`src/hw/rtl/chunk_sector_table_allocator_top_defines.svh`:
```
// Assertion macros shared by the sector table allocator RTL.
`ifndef CHUNK_SECTOR_TABLE_ALLOCATOR_TOP_DEFINES_SVH
`define CHUNK_SECTOR_TABLE_ALLOCATOR_TOP_DEFINES_SVH

// Same-cycle implication, disabled while reset is held.
`define CSTA_ASSERT_IMP(name, clk, rst_n, ante, cons, msg) \
    name: assert property (@(posedge clk) disable iff (!rst_n) (ante) |-> (cons)) \
        else $error(msg);

// Next-cycle implication, disabled while reset is held.
`define CSTA_ASSERT_NXT(name, clk, rst_n, ante, cons, msg) \
    name: assert property (@(posedge clk) disable iff (!rst_n) (ante) |=> (cons)) \
        else $error(msg);

`endif

```
`src/hw/rtl/csta_pkg.sv`:
```
// Types, constants and helper functions of the sector table allocator.
package csta_pkg;

    // Table geometry and sector size
    localparam int SLOTS_PER_SIDE = 32;
    localparam int SECTOR_BYTES   = 4096;
    localparam int SLOT_COUNT     = SLOTS_PER_SIDE * SLOTS_PER_SIDE;
    localparam int IDX_W          = $clog2(SLOT_COUNT);
    localparam int SECTOR_SHIFT   = $clog2(SECTOR_BYTES);

    // Field widths
    localparam int REQ_W    = 2;
    localparam int COORD_W  = 5;
    localparam int DATA_W   = 24;
    localparam int SECTOR_W = 24;
    localparam int COUNT_W  = 8;
    localparam int STAMP_W  = 32;
    localparam int STATUS_W = 2;
    localparam int LOC_W    = SECTOR_W + COUNT_W;
    localparam int NEED_W   = DATA_W + 1;
    localparam int SUM_W    = DATA_W + 2;
    localparam int CAP_W    = COUNT_W + SECTOR_SHIFT;

    // Stream widths and input field positions
    localparam int S_TDATA_W = 104;
    localparam int M_TDATA_W = 64;
    localparam int IN_X_LSB    = 0;
    localparam int IN_Z_LSB    = IN_X_LSB + COORD_W;
    localparam int IN_SIZE_LSB = IN_Z_LSB + COORD_W;
    localparam int IN_LSEC_LSB = IN_SIZE_LSB + DATA_W;
    localparam int IN_LCNT_LSB = IN_LSEC_LSB + SECTOR_W;
    localparam int IN_STMP_LSB = IN_LCNT_LSB + COUNT_W;

    // Protocol constants
    localparam int HEADER_BYTES      = 5;
    localparam int FIRST_DATA_SECTOR = 2;
    localparam int MAX_SECTORS       = 255;
    localparam logic [LOC_W-1:0] MIN_END = LOC_W'(FIRST_DATA_SECTOR) << COUNT_W;

    // Request codes (code 3 behaves as a lookup)
    localparam logic [REQ_W-1:0] REQ_LOAD   = 2'd0;
    localparam logic [REQ_W-1:0] REQ_LOOKUP = 2'd1;
    localparam logic [REQ_W-1:0] REQ_STORE  = 2'd2;

    // Result status codes
    localparam logic [STATUS_W-1:0] STAT_OK      = 2'd0;
    localparam logic [STATUS_W-1:0] STAT_ABSENT  = 2'd1;
    localparam logic [STATUS_W-1:0] STAT_TOO_BIG = 2'd2;

    // Controller states
    typedef enum logic [2:0] {
        ST_CLEAR,
        ST_IDLE,
        ST_READ,
        ST_SCAN,
        ST_DRAIN,
        ST_FINISH
    } t_state;

    // Commands from controller to datapath
    typedef struct packed {
        logic clear_wr;
        logic accept;
        logic decide;
        logic scan_init;
        logic scan_rd;
        logic fin;
    } t_dp_cmd;

    // Status from datapath to controller
    typedef struct packed {
        logic cnt_last;
        logic need_scan;
        logic out_free;
    } t_dp_sts;

    // Slot index of a coordinate pair
    function automatic logic [IDX_W-1:0] slot_index(input logic [COORD_W-1:0] x,
                                                    input logic [COORD_W-1:0] z);
        return (IDX_W'(x) % IDX_W'(SLOTS_PER_SIDE)) +
               IDX_W'(SLOTS_PER_SIDE) * (IDX_W'(z) % IDX_W'(SLOTS_PER_SIDE));
    endfunction

endpackage

```
`src/hw/rtl/csta_ctrl.sv`:
```
// Controller state machine of the sector table allocator.
`include "chunk_sector_table_allocator_top_defines.svh"

module csta_ctrl (
    input  logic              i_clk,
    input  logic              i_rst_n,
    input  logic              i_s_tvalid,
    output logic              o_s_tready,
    output csta_pkg::t_dp_cmd o_cmd,
    input  csta_pkg::t_dp_sts i_sts
);

    import csta_pkg::*;

    t_state r_state;
    t_state n_state;

    // Hold state register
    always_ff @(posedge i_clk) begin
        if (!i_rst_n) begin
            r_state <= ST_CLEAR;
        end else begin
            r_state <= n_state;
        end
    end

    // Sequence clearing, request intake, decision, scan and result
    always_comb begin
        n_state    = r_state;
        o_cmd      = '0;
        o_s_tready = 1'b0;
        unique case (r_state)
            ST_CLEAR: begin
                o_cmd.clear_wr = 1'b1;
                if (i_sts.cnt_last) begin
                    n_state = ST_IDLE;
                end
            end
            ST_IDLE: begin
                o_s_tready = 1'b1;
                if (i_s_tvalid) begin
                    o_cmd.accept = 1'b1;
                    n_state      = ST_READ;
                end
            end
            ST_READ: begin
                o_cmd.decide = 1'b1;
                if (i_sts.need_scan) begin
                    o_cmd.scan_init = 1'b1;
                    n_state         = ST_SCAN;
                end else begin
                    n_state = ST_FINISH;
                end
            end
            ST_SCAN: begin
                o_cmd.scan_rd = 1'b1;
                if (i_sts.cnt_last) begin
                    n_state = ST_DRAIN;
                end
            end
            ST_DRAIN: begin
                // last scan word lands in the running maximum here
                n_state = ST_FINISH;
            end
            ST_FINISH: begin
                if (i_sts.out_free) begin
                    o_cmd.fin = 1'b1;
                    n_state   = ST_IDLE;
                end
            end
            default: begin
                n_state = ST_CLEAR;
            end
        endcase
    end

    `CSTA_ASSERT_NXT(a_accept_to_read, i_clk, i_rst_n, i_s_tvalid && o_s_tready, r_state == ST_READ, "accepted request did not go to read")
    `CSTA_ASSERT_IMP(a_fin_needs_room, i_clk, i_rst_n, o_cmd.fin, i_sts.out_free, "result written while output register busy")
    `CSTA_ASSERT_NXT(a_scan_runs_out, i_clk, i_rst_n, (r_state == ST_SCAN) && !i_sts.cnt_last, r_state == ST_SCAN, "scan left before last slot")

endmodule

```
`config.mk`:
```
export PLATFORM = sky130hd
export DESIGN_NAME = csta_ctrl
export DESIGN_NICKNAME = d
export VERILOG_FILES = /design/src/hw/rtl/csta_pkg.sv /design/src/hw/rtl/csta_ctrl.sv
export VERILOG_INCLUDE_DIRS = /design/src /design/src/hw/rtl
export SDC_FILE = /design/constraint.sdc
export NUM_CORES = 1
export LEC_CHECK = 0
export BUFFER_PORTS_ARGS = -buffer_cell sky130_fd_sc_hd__buf_4
export CORE_AREA = 2 2 39 41
export DETAILED_ROUTE_END_ITERATION = 10
export DIE_AREA = 0 0 41 43
export MAX_ROUTING_LAYER = met4
export PLACE_DENSITY = 0.37
export SYNTH_ARGS = -nofsm -noshare
export SYNTH_HDL_FRONTEND = slang
export SYNTH_SLANG_ARGS = --single-unit
export TNS_END_PERCENT = 100
```
`constraint.sdc`:
```
create_clock -name i_clk -period 1 [get_ports i_clk]
set_input_delay 0.15 -clock i_clk [delete_from_list [all_inputs] [get_ports i_clk]]
set_output_delay 0.15 -clock i_clk [all_outputs]
set_load 0.02 [all_outputs]
```
==> flow_metrics.tcl <==
set metrics [dict create \
    ir_drop_v 0.000686 \
    placementRows 14 \
    start_kind "flip-flop" \
    final.setup.worst_slack_ns -0.257 \
    clk_root_buffer_cell "sky130_fd_sc_hd__clkbuf_4" \
    postSynthNetCount 36 \
    area.growth.synth_to_final_pct 114 \
    die_width_um 41 \
    vias 299 \
    critical_path.max_fanout 3 \
    synth_sequential_area_ratio_pct 25.3 \
    synth_warnings 0 \
    layout.filler_cells 158 \
    clock_tree_from_tritoncts "built" \
    ys_ff_latch 3 \
    antenna_violations_before_repair 0 \
    synth_top_cells_by_count "sky130_fd_sc_hd__nand2b_1, sky130_fd_sc_hd__a21oi_1, sky130_fd_sc_hd__dfxtp_1, sky130_fd_sc_hd__nor3_1" \
    powerDensity_nw_per_um2 1280 \
    gr-usage-all-layers_pct 11.3 \
    maxCapViolations 0 \
    fin_total_pwr_mw 0.653 \
    clock_skew_ns 0.00373 \
    period_minus_slack_ns 1.26 \
    registers.top_by_ff_count "r_state" \
    routed_wl_um 691 \
    synthDominantAreaCellType "sky130_fd_sc_hd__dfxtp_1" \
    switchingPower_mw 0.207 \
    die_y_um 43 \
    crit_path_required_time_ns 0.85 \
    drv_slew 0 \
    clock_insertion_delay_worst_skew_ns 0.23 \
    first_global_vias 322 \
    power.leakage_nw 0.225 \
    hold_path_class "input port to flip-flop" \
    power.share.sequential_pct 23.4 \
    drt_first_pass_iters 4 \
    end_kind "output port" \
    rsz_0062_raised_after_global_routing "yes" \
    io_buffers 12 \
    post-synth-top-area-fraction_pct 25.3 \
    overflow 0 \
    comb_power_share_pct 44.1 \
    area.sequential_um2 68.8 \
    die-area_um2 1760 \
    synth.lib_cells_used.distinct 18 \
    mean_instance_size_in_the_synthesized_netlist_um2 7.92 \
    place_hpwl_um 527 \
    floorplan.initialDensity_pct 17.2 \
    worstSetupPathType "flip-flop to output port" \
    clk_pin_slew_worst_paths_ns 0.03 \
    finalHoldViolations 0 \
    failing_checks "negative setup slack" \
    finish.net_count 58 \
    synth_edf_count 0 \
    rr_worst_depth 3 \
    drcViolationCount 0 \
    postSynthCellCount 30 \
    synth_cell_area_um2 238 \
    antenna_left 0 \
    clkPwrFrac_pct 32.4 \
    power.switching_fraction_pct 31.8 \
    setup_viol 8 \
    cts_made_buffers 3 \
    finalCritPeriodShare_pct 126 \
    cts_max_path_buffers 2 \
    top_level_ports 13 \
    hold_depth 2 \
    global_route_wire_length_before_repair_mm 1.25 \
    dpl_cell_area_um2 389 \
    max_slew_margin_pct 84.1 \
    post-synth-top-count-cell "sky130_fd_sc_hd__nand2b_1" \
    synth.top_cells.by_area "sky130_fd_sc_hd__dfxtp_1, sky130_fd_sc_hd__nand2b_1, sky130_fd_sc_hd__buf_6" \
    max_reg_flops 3 \
    fp.coreArea_um2 1380 \
    routed_via_density 4.46 \
    reg.largest.list "r_state (3)" \
    multiInputGateArea_um2 210 \
    grt_max_degree 10 \
    gp_routability_congestion 0.755 \
    h-tree-depth 1 \
    wl_per_cell_um 10.3 \
    detailed_route_iter0_violations 5 \
    run_status "finished with violations" \
    antenna_cells 0 \
    drive_above_1_share_pct 74.5 \
    cellInternalPower_mw 0.445 \
    max_slew.worst_pin.slew_ns 0.238 \
    synthArstFlopShare_pct 0 \
    max_freq_mhz 796 \
    final_cell_area_um2 509 \
    dominantRegCellSynth "sky130_fd_sc_hd__dfxtp_1" \
    sink_count_of_the_clock_tree 3 \
    critPathArrivalTime_ns 1.11 \
]
[power by group through the flow]
stage / registers (mW) / logic, mW / clock network [mW]
2_1_floorplan: 0.143 / 0.155 / 0
3_3_place_gp: 0.152 / 0.230 / 0
3_5_place_dp: 0.150 / 0.230 / 0
4_1_cts: 0.151 / 0.263 / 0.224
5_1_grt: 0.156 / 0.309 / 0.241
6_report: 0.153 / 0.288 / 0.212
[logic make-up (layout without fill, tap and decap cells)]
group | after synthesis | count (layout) | synth area share, %
AOI/OAI and AO/OA | 7 | 7 | 19.0
buffers and inverters | 4 | 25 | 14.2
DFF | 3 | 3 | 25.3
and+or+nand+nor | 16 | 16 | 41.6
[layout make-up]
type                            instances  area share, %
Clock buffer                            4           5.16
Tap cell                               16           3.93
Sequential cell                         3           13.5
Timing Repair Buffer                   20           35.4
Multi-Input combinational cell         23           41.3
Inverter                                1          0.737
[critical path, cell delays in order, from the launching register on]
cell,delay (ns)
sky130_fd_sc_hd__dfxtp_2,0.33
sky130_fd_sc_hd__buf_6,0.12
sky130_fd_sc_hd__nor3b_4,0.17
sky130_fd_sc_hd__and2_4,0.16
sky130_fd_sc_hd__buf_6,0.10
[per-layer routing]
| layer | global-route usage [%] | share of wire [%] | up-vias |
|---|---|---|---|
| met4 | 11.3 | 2.3 | 0 |
| li1 | - | - | 149 |
| met2 | 14.7 | 49 | 10 |
| met1 | 11.3 | 41 | 138 |
| met5 | - | 0 | - |
| met3 | 5.76 | 8.1 | 2 |
[path summary, 6_finish.rpt]
path | start | end | slack (ns)
max | r_state[1] | o_cmd[4] | -0.26
min | i_rst_n | r_state[0] | 0.16
max reg2reg | r_state[2] | r_state[2] | -0.11
min reg2reg | r_state[2] | r_state[0] | 0.60
[metrics by stage]
stage               utilization, %  hold WS [ns]  std cells  setup slack [ns]  setup TNS [ns]
floorplan                        -         0.268         30            -0.147          -0.508
global placement              28.1         0.385         61            -0.138          -0.245
detailed placement            28.1         0.384         61            -0.123          -0.192
CTS                           33.7         0.139         66            -0.278           -1.65
global route                  36.8         0.146         67            -0.333           -2.01
finish                        36.8         0.155         67            -0.257           -1.55
[layout by cell type, fill, tap and decap left out, drive strengths merged]
cell type,instances
nand2b,4
and2,2
clkbuf,4
inv,1
o21a,1
buf,20
o31a,1
a211oi,1
nor4b,1
dfxtp,3
a21oi,3
and3,1
and3b,1
nor3,3
nand2,2
nor3b,2
a31oi,1
[repair_timing]
action	CTS	global route
buffers inserted	1	1
resized for setup	13	7
pin swaps	2	6
gates cloned	0	0
endpoints found under the setup margin	8	10
hold buffers	0	0
(Power assumes the default switching activity.)
